$ cat src/hw/rtl/tsuie_pkg.sv
package tsuie_pkg;

  // default sizes
  localparam int SET_DEPTH_DEF   = 32;
  localparam int VALUE_WIDTH_DEF = 16;

  // port field widths
  localparam int ACT_W   = 3;
  localparam int FIELD_W = 16;

  // command codes
  localparam logic [ACT_W-1:0] ACT_INSERT = 3'd0;
  localparam logic [ACT_W-1:0] ACT_MEMBER = 3'd1;
  localparam logic [ACT_W-1:0] ACT_DUMP   = 3'd2;
  localparam logic [ACT_W-1:0] ACT_UNION  = 3'd3;
  localparam logic [ACT_W-1:0] ACT_INTER  = 3'd4;
  localparam logic [ACT_W-1:0] ACT_DIFF   = 3'd5;

endpackage

$ cat src/hw/rtl/tsuie_store.sv
module tsuie_store #(
  parameter int SET_DEPTH   = tsuie_pkg::SET_DEPTH_DEF,
  parameter int VALUE_WIDTH = tsuie_pkg::VALUE_WIDTH_DEF
) (
  input  logic                           clk,
  input  logic                           rst_n,
  input  logic                           wr_en,
  input  logic [VALUE_WIDTH-1:0]         wr_data,
  input  logic [$clog2(SET_DEPTH)-1:0]   rd_addr,
  output logic [VALUE_WIDTH-1:0]         rd_data,
  output logic [$clog2(SET_DEPTH+1)-1:0] count
);

  localparam int IDX_W = $clog2(SET_DEPTH);
  localparam int CNT_W = $clog2(SET_DEPTH+1);

  logic [VALUE_WIDTH-1:0] mem_r [SET_DEPTH];
  logic [CNT_W-1:0]       count_r;

  // append at the fill point; caller never writes a full set
  always_ff @(posedge clk) begin
    if (wr_en) begin
      mem_r[count_r[IDX_W-1:0]] <= wr_data;
    end
  end

  always_ff @(posedge clk) begin
    if (!rst_n) begin
      count_r <= '0;
    end else if (wr_en) begin
      count_r <= count_r + CNT_W'(1);
    end
  end

  assign rd_data = mem_r[rd_addr];
  assign count   = count_r;

endmodule

$ cat src/hw/rtl/tsuie_seq.sv
module tsuie_seq #(
  parameter int SET_DEPTH   = tsuie_pkg::SET_DEPTH_DEF,
  parameter int VALUE_WIDTH = tsuie_pkg::VALUE_WIDTH_DEF
) (
  input  logic                             clk,
  input  logic                             rst_n,
  // command side
  input  logic                             start,
  output logic                             busy,
  input  logic [tsuie_pkg::ACT_W-1:0]      in_action,
  input  logic                             in_set_select,
  input  logic [tsuie_pkg::FIELD_W-1:0]    in_element_value,
  // set stores
  input  logic [$clog2(SET_DEPTH+1)-1:0]   cnt_a,
  input  logic [$clog2(SET_DEPTH+1)-1:0]   cnt_b,
  input  logic [VALUE_WIDTH-1:0]           rd_a,
  input  logic [VALUE_WIDTH-1:0]           rd_b,
  output logic [$clog2(SET_DEPTH)-1:0]     addr_a,
  output logic [$clog2(SET_DEPTH)-1:0]     addr_b,
  output logic                             wr_a,
  output logic                             wr_b,
  output logic [VALUE_WIDTH-1:0]           wr_data,
  // result side
  output logic                             out_strobe,
  output logic [tsuie_pkg::FIELD_W-1:0]    out_result_value,
  output logic                             out_source_set,
  output logic                             out_is_member,
  output logic                             out_empty_result,
  output logic                             out_full_error,
  output logic                             out_last_of_run
);

  localparam int IDX_W  = $clog2(SET_DEPTH);
  localparam int CNT_W  = $clog2(SET_DEPTH+1);
  localparam int OUT_W  = tsuie_pkg::FIELD_W;
  localparam int KEEP_W = (VALUE_WIDTH < OUT_W) ? VALUE_WIDTH : OUT_W;

  typedef enum logic [2:0] {S_IDLE, S_SCAN, S_FETCH, S_INNER, S_FINISH} state_t;

  state_t                      state_r;
  logic [tsuie_pkg::ACT_W-1:0] act_r;
  logic [VALUE_WIDTH-1:0]      key_r;
  logic                        q_is_b_r;   // inner set is B, outer set is A
  logic                        has_q_r;    // pass filters against inner set
  logic                        keep_in_r;  // keep elements found in inner set
  logic                        src_r;
  logic                        pass_r;
  logic [CNT_W-1:0]            i_r;
  logic [CNT_W-1:0]            j_r;
  // one-deep hold so the final beat can carry last_of_run
  logic                        pend_v_r;
  logic [VALUE_WIDTH-1:0]      pend_val_r;
  logic                        pend_src_r;
  logic                        out_strobe_r;
  logic                        out_strobe_nxt;
  logic [OUT_W-1:0]            out_value_r;
  logic                        out_src_r;
  logic                        out_mem_r;
  logic                        out_empty_r;
  logic                        out_full_r;
  logic                        out_last_r;

  logic [CNT_W-1:0]       pc;
  logic [CNT_W-1:0]       qc;
  logic [VALUE_WIDTH-1:0] p_data;
  logic [VALUE_WIDTH-1:0] q_data;
  logic                   hit;
  logic                   scan_end;
  logic                   outer_end;
  logic                   found;
  logic                   sel_full;
  logic                   cand_go;
  logic [VALUE_WIDTH-1:0] cand_val;

  // outer / inner set routing
  assign pc     = q_is_b_r ? cnt_a : cnt_b;
  assign qc     = q_is_b_r ? cnt_b : cnt_a;
  assign p_data = q_is_b_r ? rd_a : rd_b;
  assign q_data = q_is_b_r ? rd_b : rd_a;
  assign addr_a = q_is_b_r ? i_r[IDX_W-1:0] : j_r[IDX_W-1:0];
  assign addr_b = q_is_b_r ? j_r[IDX_W-1:0] : i_r[IDX_W-1:0];

  // shared equality compare against the held key
  assign hit       = (q_data == key_r);
  assign scan_end  = (j_r == qc);
  assign outer_end = (i_r == pc);
  assign found     = !scan_end && hit;
  assign sel_full  = (qc == CNT_W'(SET_DEPTH));

  // insert appends when the scan misses and there is room
  assign wr_data = key_r;
  assign wr_a = (state_r == S_SCAN) && (act_r == tsuie_pkg::ACT_INSERT) &&
                scan_end && !sel_full && !q_is_b_r;
  assign wr_b = (state_r == S_SCAN) && (act_r == tsuie_pkg::ACT_INSERT) &&
                scan_end && !sel_full && q_is_b_r;

  // element that qualifies for the run this cycle
  always_comb begin
    cand_go  = 1'b0;
    cand_val = key_r;
    if (state_r == S_FETCH && !outer_end && !has_q_r) begin
      cand_go  = 1'b1;
      cand_val = p_data;
    end else if (state_r == S_INNER && (scan_end || hit) && (found == keep_in_r)) begin
      cand_go  = 1'b1;
    end
  end

  // a beat goes out on a scan answer, a closing beat or a pushed-out held element
  assign out_strobe_nxt = ((state_r == S_SCAN) && (scan_end || hit)) ||
                          (state_r == S_FINISH) || (cand_go && pend_v_r);

  // sequencer and registered result beat
  always_ff @(posedge clk) begin
    if (!rst_n) begin
      state_r      <= S_IDLE;
      pend_v_r     <= 1'b0;
      out_strobe_r <= 1'b0;
      act_r        <= tsuie_pkg::ACT_INSERT;
      q_is_b_r     <= 1'b0;
      has_q_r      <= 1'b0;
      keep_in_r    <= 1'b0;
      src_r        <= 1'b0;
      pass_r       <= 1'b0;
      i_r          <= '0;
      j_r          <= '0;
    end else begin
      out_strobe_r <= out_strobe_nxt;
      unique case (state_r)
        S_IDLE: begin
          if (start) begin
            act_r     <= in_action;
            key_r     <= VALUE_WIDTH'(in_element_value[KEEP_W-1:0]);
            pend_v_r  <= 1'b0;
            src_r     <= 1'b0;
            pass_r    <= 1'b0;
            keep_in_r <= 1'b0;
            has_q_r   <= 1'b0;
            i_r       <= '0;
            j_r       <= '0;
            unique case (in_action) inside
              tsuie_pkg::ACT_INSERT, tsuie_pkg::ACT_MEMBER: begin
                q_is_b_r <= in_set_select;
                state_r  <= S_SCAN;
              end
              tsuie_pkg::ACT_DUMP, tsuie_pkg::ACT_UNION: begin
                q_is_b_r <= 1'b1;
                state_r  <= S_FETCH;
              end
              tsuie_pkg::ACT_INTER: begin
                q_is_b_r  <= 1'b1;
                has_q_r   <= 1'b1;
                keep_in_r <= 1'b1;
                state_r   <= S_FETCH;
              end
              tsuie_pkg::ACT_DIFF: begin
                q_is_b_r <= !in_set_select;
                has_q_r  <= 1'b1;
                state_r  <= S_FETCH;
              end
              default: state_r <= S_IDLE;
            endcase
          end
        end

        // linear search of the selected set for the key
        S_SCAN: begin
          if (scan_end || hit) begin
            out_value_r  <= OUT_W'(key_r);
            out_src_r    <= 1'b0;
            out_mem_r    <= (act_r == tsuie_pkg::ACT_MEMBER) && found;
            out_empty_r  <= 1'b0;
            out_full_r   <= (act_r == tsuie_pkg::ACT_INSERT) && scan_end && sel_full;
            out_last_r   <= 1'b1;
            state_r      <= S_IDLE;
          end else begin
            j_r <= j_r + CNT_W'(1);
          end
        end

        // next outer element, or move to the second pass or to the closing beat
        S_FETCH: begin
          if (outer_end) begin
            if (!pass_r && (act_r == tsuie_pkg::ACT_DUMP ||
                            act_r == tsuie_pkg::ACT_UNION)) begin
              pass_r    <= 1'b1;
              i_r       <= '0;
              q_is_b_r  <= 1'b0;
              has_q_r   <= (act_r == tsuie_pkg::ACT_UNION);
              keep_in_r <= 1'b0;
              src_r     <= (act_r == tsuie_pkg::ACT_DUMP);
            end else begin
              state_r <= S_FINISH;
            end
          end else begin
            key_r <= p_data;
            if (has_q_r) begin
              j_r     <= '0;
              state_r <= S_INNER;
            end else begin
              i_r <= i_r + CNT_W'(1);
            end
          end
        end

        // search the inner set for the outer element
        S_INNER: begin
          if (scan_end || hit) begin
            i_r     <= i_r + CNT_W'(1);
            state_r <= S_FETCH;
          end else begin
            j_r <= j_r + CNT_W'(1);
          end
        end

        // closing beat: held element, or the empty marker
        S_FINISH: begin
          out_mem_r    <= 1'b0;
          out_full_r   <= 1'b0;
          out_last_r   <= 1'b1;
          if (pend_v_r) begin
            out_value_r <= OUT_W'(pend_val_r);
            out_src_r   <= pend_src_r;
            out_empty_r <= 1'b0;
          end else begin
            out_value_r <= '0;
            out_src_r   <= 1'b0;
            out_empty_r <= 1'b1;
          end
          pend_v_r <= 1'b0;
          state_r  <= S_IDLE;
        end

        default: state_r <= S_IDLE;
      endcase

      // qualifying element pushes the held one out as a beat
      if (cand_go) begin
        pend_v_r   <= 1'b1;
        pend_val_r <= cand_val;
        pend_src_r <= src_r;
        if (pend_v_r) begin
          out_value_r  <= OUT_W'(pend_val_r);
          out_src_r    <= pend_src_r;
          out_mem_r    <= 1'b0;
          out_empty_r  <= 1'b0;
          out_full_r   <= 1'b0;
          out_last_r   <= 1'b0;
        end
      end
    end
  end

  assign busy             = (state_r != S_IDLE);
  assign out_strobe       = out_strobe_r;
  assign out_result_value = out_value_r;
  assign out_source_set   = out_src_r;
  assign out_is_member    = out_mem_r;
  assign out_empty_result = out_empty_r;
  assign out_full_error   = out_full_r;
  assign out_last_of_run  = out_last_r;

endmodule

$ cat src/hw/rtl/two_set_union_intersect_engine.sv
// Two-set engine: keeps sets A and B (up to SET_DEPTH distinct values each, in
// insertion order) and runs insert, membership, dump, union, intersection and
// difference commands. A command is taken when start is high and busy is low;
// busy then stays high until the cycle that carries its last result beat.
// Results leave one per cycle at most, each valid for exactly one cycle under
// out_strobe, and out_last_of_run marks the final beat of a command; the
// receiver cannot stall, so it must take every strobed beat. All work goes
// through one equality comparator that steps over the stored elements one per
// cycle: insert and membership scan one set, a dump reads A and then B,
// intersection and difference search the inner set for each outer element,
// and union passes all of A and then searches A for each element of B.
// Unused command codes are dropped with no result. Reset empties both sets.
module two_set_union_intersect_engine #(
  parameter int SET_DEPTH   = tsuie_pkg::SET_DEPTH_DEF,
  parameter int VALUE_WIDTH = tsuie_pkg::VALUE_WIDTH_DEF
) (
  input  logic                          clk,
  input  logic                          rst_n,
  input  logic                          start,
  output logic                          busy,
  input  logic [tsuie_pkg::ACT_W-1:0]   in_action,
  input  logic                          in_set_select,
  input  logic [tsuie_pkg::FIELD_W-1:0] in_element_value,
  output logic                          out_strobe,
  output logic [tsuie_pkg::FIELD_W-1:0] out_result_value,
  output logic                          out_source_set,
  output logic                          out_is_member,
  output logic                          out_empty_result,
  output logic                          out_full_error,
  output logic                          out_last_of_run
);

  localparam int IDX_W = $clog2(SET_DEPTH);
  localparam int CNT_W = $clog2(SET_DEPTH+1);

  logic [CNT_W-1:0]       cnt_a;
  logic [CNT_W-1:0]       cnt_b;
  logic [VALUE_WIDTH-1:0] rd_a;
  logic [VALUE_WIDTH-1:0] rd_b;
  logic [IDX_W-1:0]       addr_a;
  logic [IDX_W-1:0]       addr_b;
  logic                   wr_a;
  logic                   wr_b;
  logic [VALUE_WIDTH-1:0] wr_data;

  // set A
  tsuie_store #(
    .SET_DEPTH   (SET_DEPTH),
    .VALUE_WIDTH (VALUE_WIDTH)
  ) u_set_a (
    .clk     (clk),
    .rst_n   (rst_n),
    .wr_en   (wr_a),
    .wr_data (wr_data),
    .rd_addr (addr_a),
    .rd_data (rd_a),
    .count   (cnt_a)
  );

  // set B
  tsuie_store #(
    .SET_DEPTH   (SET_DEPTH),
    .VALUE_WIDTH (VALUE_WIDTH)
  ) u_set_b (
    .clk     (clk),
    .rst_n   (rst_n),
    .wr_en   (wr_b),
    .wr_data (wr_data),
    .rd_addr (addr_b),
    .rd_data (rd_b),
    .count   (cnt_b)
  );

  // command sequencer with the shared comparator
  tsuie_seq #(
    .SET_DEPTH   (SET_DEPTH),
    .VALUE_WIDTH (VALUE_WIDTH)
  ) u_seq (
    .clk              (clk),
    .rst_n            (rst_n),
    .start            (start),
    .busy             (busy),
    .in_action        (in_action),
    .in_set_select    (in_set_select),
    .in_element_value (in_element_value),
    .cnt_a            (cnt_a),
    .cnt_b            (cnt_b),
    .rd_a             (rd_a),
    .rd_b             (rd_b),
    .addr_a           (addr_a),
    .addr_b           (addr_b),
    .wr_a             (wr_a),
    .wr_b             (wr_b),
    .wr_data          (wr_data),
    .out_strobe       (out_strobe),
    .out_result_value (out_result_value),
    .out_source_set   (out_source_set),
    .out_is_member    (out_is_member),
    .out_empty_result (out_empty_result),
    .out_full_error   (out_full_error),
    .out_last_of_run  (out_last_of_run)
  );

endmodule
$ cat config.mk
export PLATFORM = sky130hd
export DESIGN_NAME = two_set_union_intersect_engine
export DESIGN_NICKNAME = d
export VERILOG_FILES = /design/src/hw/rtl/tsuie_pkg.sv /design/src/hw/rtl/tsuie_store.sv /design/src/hw/rtl/tsuie_seq.sv /design/src/hw/rtl/two_set_union_intersect_engine.sv
export SDC_FILE = /design/constraint.sdc
export NUM_CORES = 2
export LEC_CHECK = 0
export ABC_AREA = 1
export BUFFER_PORTS_ARGS = -buffer_cell sky130_fd_sc_hd__buf_2
export CAP_MARGIN = 20
export CORE_AREA = 2 2 346 348
export DETAILED_ROUTE_END_ITERATION = 10
export DIE_AREA = 0 0 348 350
export GPL_ROUTABILITY_DRIVEN = 0
export PLACE_DENSITY = 0.55
export SYNTH_ARGS = -nofsm -noshare
export SYNTH_HDL_FRONTEND = slang
export SYNTH_SLANG_ARGS = --single-unit
$ cat constraint.sdc
create_clock -name clk -period 4.5 [get_ports clk]
set_input_delay 0.9 -clock clk [delete_from_list [all_inputs] [get_ports clk]]
set_output_delay 0.9 -clock clk [all_outputs]
set_load 0.01 [all_outputs]
# Word level (Yosys, flattened, before mapping)

Memories as Yosys holds them, arrays and structs flattened.
Cells that the tools add are included.

Register bits after elaboration: 91
Bits in writable memories: 1024
Input bits: 23
Output and inout port bits: 23
Memories kept: 2

$add $sub $neg: 4
Eq/ne operators: 31
Muxes and demuxes: 83
Reduce and logical (&&, ||, !) cells: 49

Memory list:

| memory        | words | width | rd ports | clocked after Yosys merged registers in | write ports | RTL line          | source |
|---|---|---|---|---|---|---|---|
| u_set_a.mem_r | 32    | 16    | 1        | 0                                       | 1           | tsuie_store.sv:17 | `logic [VALUE_WIDTH-1:0] mem_r [SET_DEPTH];` |
| u_set_b.mem_r | 32    | 16    | 1        | 0                                       | 1           | tsuie_store.sv:17 |  |

Operators with widths:

| kind                | number |
|---|---|
| $mux 16             | 9 |
| $pmux 16 s2         | 2 |
| $mux 6              | 10 |
| $mux 1              | 38 |
| $pmux 6 s3          | 2 |
| $add 6x1->6 const B | 4 |
| $pmux 1 s2          | 11 |
| $reduce_and 5->1    | 4 |
| $eq 3x2->1 const B  | 6 |
| $mux 3              | 6 |
| $eq 16x16->1        | 1 |
| $logic_and 1x1->1   | 16 |
| $eq 6x6->1          | 2 |
| $ne 2x2->1 const B  | 6 |
| $pmux 3 s4          | 1 |
| $reduce_bool 3->1   | 4 |
| $mux 5              | 2 |
| $eq 3x1->1 const B  | 3 |
| $eq 3x3->1 const B  | 3 |
| $logic_not 3->1     | 3 |
| $ne 3x3->1 const B  | 3 |
| $reduce_and 4->1    | 2 |
| $logic_not 1->1     | 7 |
| $eq 6x6->1 const B  | 1 |
| other kinds (13)    | 21 |

# Logic depth before layout (Yosys ltp)

An unclocked memory read counts as a cell.

Depth in word-level cells: 11
Gate-level depth with buffers: 28

# Modules after synthesis

Synthesis repeated with hierarchy kept, for this count alone.

Cell total of the unflattened synthesis: 4469
Area total of the unflattened synthesis: 47855.9 um^2

By module, submodules not included:

| module                | instances | cells an instance | area an instance (um^2) |
|---|---|---|---|
| tsuie_store (u_set_a) | 1         | 1817              | 21216.6 |
| tsuie_store (u_set_b) | 1         | 1817              | 21190.3 |
| tsuie_seq             | 1         | 835               | 5449.0 |

# Worst setup path after synthesis

Ideal clock, no wire load.

Path kind: reg2reg
Start: register u_seq.q_is_b_r
End: memory u_set_b.mem_r[19][0] (netlist bit), enable pin
Library setup time: 0.409 ns
Arrival time: 3.405 ns
Required time: 4.091 ns
Slack: 0.686 ns
Stages on the path, launching flop included: 16
Buffers on the path: 3
Clock period less this slack: 3.814 ns
Cells stage by stage: dfxtp_1 -> buf_6 -> buf_6 -> buf_4 -> o21ai_1 -> xor2_1 -> nand2_1 -> nor4_4 -> inv_2 -> nor3_2 -> nand2_1 -> nor2_2 -> nand2_1 -> inv_1 -> nand2_1 -> nor3_1

Word-level cells in the longest chain between the ends: 7
Elaborated cells on any way between the ends: 9
Those cells by class: eq/ne: 2; mux: 3; reduce/logical: 4

RTL lines:

| item                                                 | RTL line                         | source |
|---|---|---|
| start, declared                                      | tsuie_seq.sv:43                  | `logic q_is_b_r;` |
| start signal, assigned                               | tsuie_seq.sv:143                 | `q_is_b_r <= in_set_select;` |
| start signal, assigned                               | tsuie_seq.sv:157                 | `q_is_b_r <= !in_set_select;` |
| $mux 6                                               | tsuie_seq.sv:77                  | `assign qc = q_is_b_r ? cnt_b : cnt_a;` |
| $eq 6x6->1, on equally long branches                 | tsuie_seq.sv:85, tsuie_seq.sv:88 |  |
| $logic_and 1x1->1 or $logic_not 1->1 (tied branches) | tsuie_seq.sv:94, tsuie_seq.sv:95 |  |
| $logic_and 1x1->1                                    | tsuie_seq.sv:95                  | `scan_end && !sel_full && q_is_b_r;` |
| $logic_and 1x1->1 (*)                                | tsuie_seq.sv:95                  |  |
| $mux 1 (*)                                           | tsuie_store.sv:22                | `if (wr_en) begin` |
| $mux 1 (implied by the code) (*)                     | tsuie_store.sv:23                | `mem_r[count_r[IDX_W-1:0]] <= wr_data;` |
| end, declared                                        | tsuie_store.sv:17                |  |

Every way passes the cells marked *; elsewhere a longest branch is shown, timed or not.

# Worst setup path after layout

Start: register u_seq.j_r[0]
End: register u_seq.j_r[4]

Word-level cells in the longest chain between the ends: 7
Elaborated cells on any way between the ends: 13
Those cells by class: add/sub: 1; eq/ne: 3; mux: 5; reduce/logical: 2; memory: 2

RTL lines:

| item                             | RTL line                           | source |
|---|---|---|
| start, declared                  | tsuie_seq.sv:49                    | `logic [CNT_W-1:0] j_r;` |
| start signal, assigned           | tsuie_seq.sv:177                   | `j_r <= j_r + CNT_W'(1);` |
| start signal, assigned           | tsuie_seq.sv:212                   | `j_r <= j_r + CNT_W'(1);` |
| $mux 5, on equally long branches | tsuie_seq.sv:80, tsuie_seq.sv:81   |  |
| $mem_v2 32x16                    | -                                  |  |
| $mux 16                          | tsuie_seq.sv:79                    | `assign q_data = q_is_b_r ? rd_b : rd_a;` |
| $eq 16x16->1                     | tsuie_seq.sv:84                    | `assign hit = (q_data == key_r);` |
| $logic_or 1x1->1                 | tsuie_seq.sv:168, tsuie_seq.sv:208 |  |
| $ne 2x2->1 (no line)             | -                                  |  |
| $reduce_and 5->1 (no line)       | -                                  |  |

Parallel ways exist; a longest one is shown, timed or not. The select of a mux whose other input is x is not followed.
A chain may end at the register's enable or synchronous reset.

==> run summary <==
Of the available clock period, the critical path in the final layout requires 92.9%. The tools report the number of global-route vias before repair as 30685. The type of the worst min-delay path is reg -> reg. Growth of design area from synthesis to finish: 14.8%. The clock tree root driver cell was sky130_fd_sc_hd__clkbuf_16. The peak supply drop is 0.373 mV. By startpoint and endpoint, the worst setup path is classified as reg -> reg. Capturing element type of the critical path: a flop. TritonCTS built the clock tree. The clock-pin transition on the worst setup and hold timing paths works out to 60 ps. The tools report the utilization after layout as 45.8%. The floorplan step set the die width to 348 µm. Registers take 0.0331 mm². Counting distinct cell types in the post-synthesis netlist gives 35.

Area inside the core boundary: 0.118 mm². In the final layout, the share of cells above drive strength 1 is 10.9%. Setup repair after global routing left no endpoint under its margin. The number of nets in the finished design is 4308.

After synthesis, the most frequently instantiated cells are sky130_fd_sc_hd__nand2_1 (1210), sky130_fd_sc_hd__nand3_1 (1150), sky130_fd_sc_hd__edfxtp_1 (1078), sky130_fd_sc_hd__nor2_1 (131), sky130_fd_sc_hd__buf_2 (130). In this run the static leakage power is 18.9 nW. At the worst endpoint, the arrival time is 4820 ps.

The run gives 0 ps as the setup TNS. The ratio of routed vias to standard cells is 5.55, and the final instance area is 0.0539 mm². The flow ran to the end, and the final reports show no timing, DRC or antenna violations. The initialized floorplan defines 126 standard-cell rows. In this run the remaining antenna-violating nets after routing total 0. Summing the sequential cell areas from Yosys gives 70.5% of the chip area. Count of maximum capacitance violations: 0. Averaged over all synthesized cells, the footprint is 11.3 µm².

During synthesis, Yosys emitted a total of 0 warnings. The tools report the half-perimeter wire length of the detailed placement result as 85.6 mm. Number of buffers on the longest clock path: 3. The H-tree was split into 3 levels. For the maximum clock rate, the log shows 239 MHz. Buffers inserted during clock tree synthesis total 117.

The first global-routing pass estimated 208 mm of wire. Dividing total power by cell area gives a power density of 632 mW/mm². Buffers placed on the I/O ports in this run total 45. The synthesized design spends more area on one cell type than any other, namely sky130_fd_sc_hd__edfxtp_1. The total of flip-flops plus latches after synthesis is 1115. By instance count, the leading cell after synthesis is sky130_fd_sc_hd__nand2_1.

In the synthesized netlist, the number of instances is 4154. For this configuration, the core starts out at a cell density of 39.9%. The layout has 10657 filler cells. In the final layout, the multi-input gates occupy 0.0123 mm². The worst setup path is launched from a flop. Along the worst path, the maximum fanout reaches 33. After detailed placement, the total cell area comes to 0.0502 mm². The logs give 0.0470 mm² for the post-synthesis instance area and 0 for the aggregate global routing overflow.

The initial antenna violation count is 5, and the quantity of hold-fixing buffers added after cts is 0. The minimum clock period is 4180 ps, and the die height is 350 µm. For this run, the detailed router's first-pass iteration total came to 8. The tools report the number of nets in the synthesized netlist as 4187.

After synthesis, the share of flip-flops with an asynchronous set or reset is 0%. The tools report the DRC violation count after routing as 0. The most used flip-flop cell after synthesis is sky130_fd_sc_hd__edfxtp_1. The area of the die is 0.122 mm². The final worst clock skew is 37.3 ps, and the max-slew violation count is 0.

The transition at the pin with the smallest max-transition slack was 1180 ps; the required time at the endpoint of the critical path was 5140 ps. At the later pin of the worst-skew pair, clock insertion delay measures 720 ps. The first routing iteration left 3976 violations. For this design the top-level I/O count stands at 46. The final hold violation count is 0, and the clock net sink count is 1115. Summed over all layers, the routed wires come to 142 mm.

After synthesis, the cell types taking the most area are sky130_fd_sc_hd__edfxtp_1 (69%), sky130_fd_sc_hd__nand3_1 (12%), sky130_fd_sc_hd__nand2_1 (9.7%). Entering global routing, the biggest net connects 91 pins. After detailed routing, the average wire length per cell comes to 24.0 µm. The number of synthesized flops with an enable pin is 1078, and the worst slew margin relative to its limit is 20.6%.

The logs give 23.0% for the overall fraction of global-route tracks in use and 32764 for the via count. Setup violations remaining at the end of the flow were counted as 0. In this run the biggest area consumer among cell types represents 68.9% of the synthesized area.
report_power, final:
group | internal [mW] | switching (mW)
Combinational | 3.51 | 8.37
Clock | 5.24 | 4.08
Sequential | 12.5 | 0.401
metal layers:
layer / routed length, µm / track usage (%) / vias to the layer above / share of wire (%)
met5: 13 / 0 / - / 0.0092
met4: 5580 / 8.68 / 2 / 3.9
met3: 10700 / 3.34 / 251 / 7.6
met2: 64000 / 35.5 / 1365 / 45
met1: 61300 / 32.9 / 16180 / 43
li1: - / - / 14966 / -
worst max-delay path: stages (launching register included):
cell                       delay, ps
sky130_fd_sc_hd__dfxtp_1         490
sky130_fd_sc_hd__inv_2           150
sky130_fd_sc_hd__nand2_1         180
sky130_fd_sc_hd__nand2_8         250
sky130_fd_sc_hd__buf_4           320
sky130_fd_sc_hd__nand2_1          80
sky130_fd_sc_hd__nand3_1          80
sky130_fd_sc_hd__nand3_1          90
sky130_fd_sc_hd__nand3_1         160
sky130_fd_sc_hd__nand3_1         280
sky130_fd_sc_hd__nand3_1         260
sky130_fd_sc_hd__nand3b_1        160
sky130_fd_sc_hd__nand2_1          60
sky130_fd_sc_hd__nor2_1          100
sky130_fd_sc_hd__nand2_1          60
sky130_fd_sc_hd__nor2_1          120
sky130_fd_sc_hd__nand2_2         160
sky130_fd_sc_hd__buf_4           200
sky130_fd_sc_hd__nand3_1         190
sky130_fd_sc_hd__nand2_1         260
sky130_fd_sc_hd__inv_1           200
sky130_fd_sc_hd__nand2_1          70
sky130_fd_sc_hd__a21oi_1         140
flip-flops by register name (all words and copies together) (netlist names), 3 cells and up:
register / flops
u_seq.j_r: 6
u_seq.act_r: 3
u_set_b.mem_r: 512
u_set_a.mem_r: 512
u_set_b.count: 6
u_seq.pend_val_r: 16
u_seq.i_r: 6
u_set_a.count: 6
u_seq.out_result_value: 16
u_seq.state_r: 3
u_seq.wr_data: 16
placed cells by master, fill, tap and decap left out, types with 6 or more instances in the layout:
master,instances
sky130_fd_sc_hd__nand3b_1,13
sky130_fd_sc_hd__buf_4,145
sky130_fd_sc_hd__nand3_1,1149
sky130_fd_sc_hd__ha_1,10
sky130_fd_sc_hd__bufinv_16,7
sky130_fd_sc_hd__clkbuf_16,117
sky130_fd_sc_hd__clkinvlp_4,6
sky130_fd_sc_hd__o21ai_1,6
sky130_fd_sc_hd__nor3_2,7
sky130_fd_sc_hd__dfxtp_1,35
sky130_fd_sc_hd__o21ai_0,63
sky130_fd_sc_hd__or2_2,13
sky130_fd_sc_hd__inv_2,7
sky130_fd_sc_hd__clkinv_2,23
sky130_fd_sc_hd__edfxtp_1,1078
sky130_fd_sc_hd__a21oi_1,44
sky130_fd_sc_hd__xor2_1,11
sky130_fd_sc_hd__nor2_1,129
sky130_fd_sc_hd__nand2_1,1209
sky130_fd_sc_hd__nand4_1,6
sky130_fd_sc_hd__o21ai_4,7
sky130_fd_sc_hd__inv_1,67
sky130_fd_sc_hd__nand2_2,6
sky130_fd_sc_hd__clkbuf_1,20
sky130_fd_sc_hd__clkinv_1,28
sky130_fd_sc_hd__nor3_1,10
sky130_fd_sc_hd__buf_2,45
sky130_fd_sc_hd__buf_12,60
area by class of cell:
| cell class | count | share of cell area [%] |
|---|---|---|
| antenna | 1 | 0.00464 |
| clock buffer | 141 | 5.67 |
| clock inverter | 70 | 1.17 |
| inverter | 77 | 0.543 |
| multi-input combinational | 2713 | 22.9 |
| sequential | 1115 | 61.4 |
| tap | 1536 | 3.57 |
| timing repair buffer | 251 | 4.72 |
kinds of logic (layout without fill, tap and decap cells):
logic type,Yosys count,count (layout),share of synthesized area (%)
and+or+nand+nor,2559,2559,24.0
DFF,1115,1115,70.5
buffers and inverters,326,539,3.56
AOI/OAI and AO/OA,131,131,1.45
xor gates and xnor gates,13,13,0.242
adders and majority gates,10,10,0.266
other,0,1,0
timing repair:
action	CTS	global route
gates resized for setup	0	4
setup buffers	0	0
setup endpoints to repair	0	28
path summary, 6_finish.rpt:
| check | start | to | slack, ps | depth (start not counted) |
|---|---|---|---|---|
| max reg2reg | u_seq.j_r[0] | u_seq.j_r[4] | 320 | 22 |
| max | u_seq.j_r[0] | u_seq.j_r[4] | 320 | 22 |
| min reg2reg | u_seq.src_r | u_seq.pend_src_r | 450 | 0 |
| min | u_seq.src_r | u_seq.pend_src_r | 450 | 0 |
through the flow:
step / hold slack (ps) / std cells / worst slack, ps / total power [mW]
global route: 468 / 5904 / 12.5 / 35.7
global placement: 445 / 5691 / 352 / 24.8
floorplan: 409 / 4154 / 686 / 20.3
CTS: 453 / 5902 / 323 / 34.1
detailed placement: 438 / 5691 / 326 / 24.8
finish: 452 / 5904 / 319 / 34.1
Note: power is estimated with default switching activity, not from simulation.
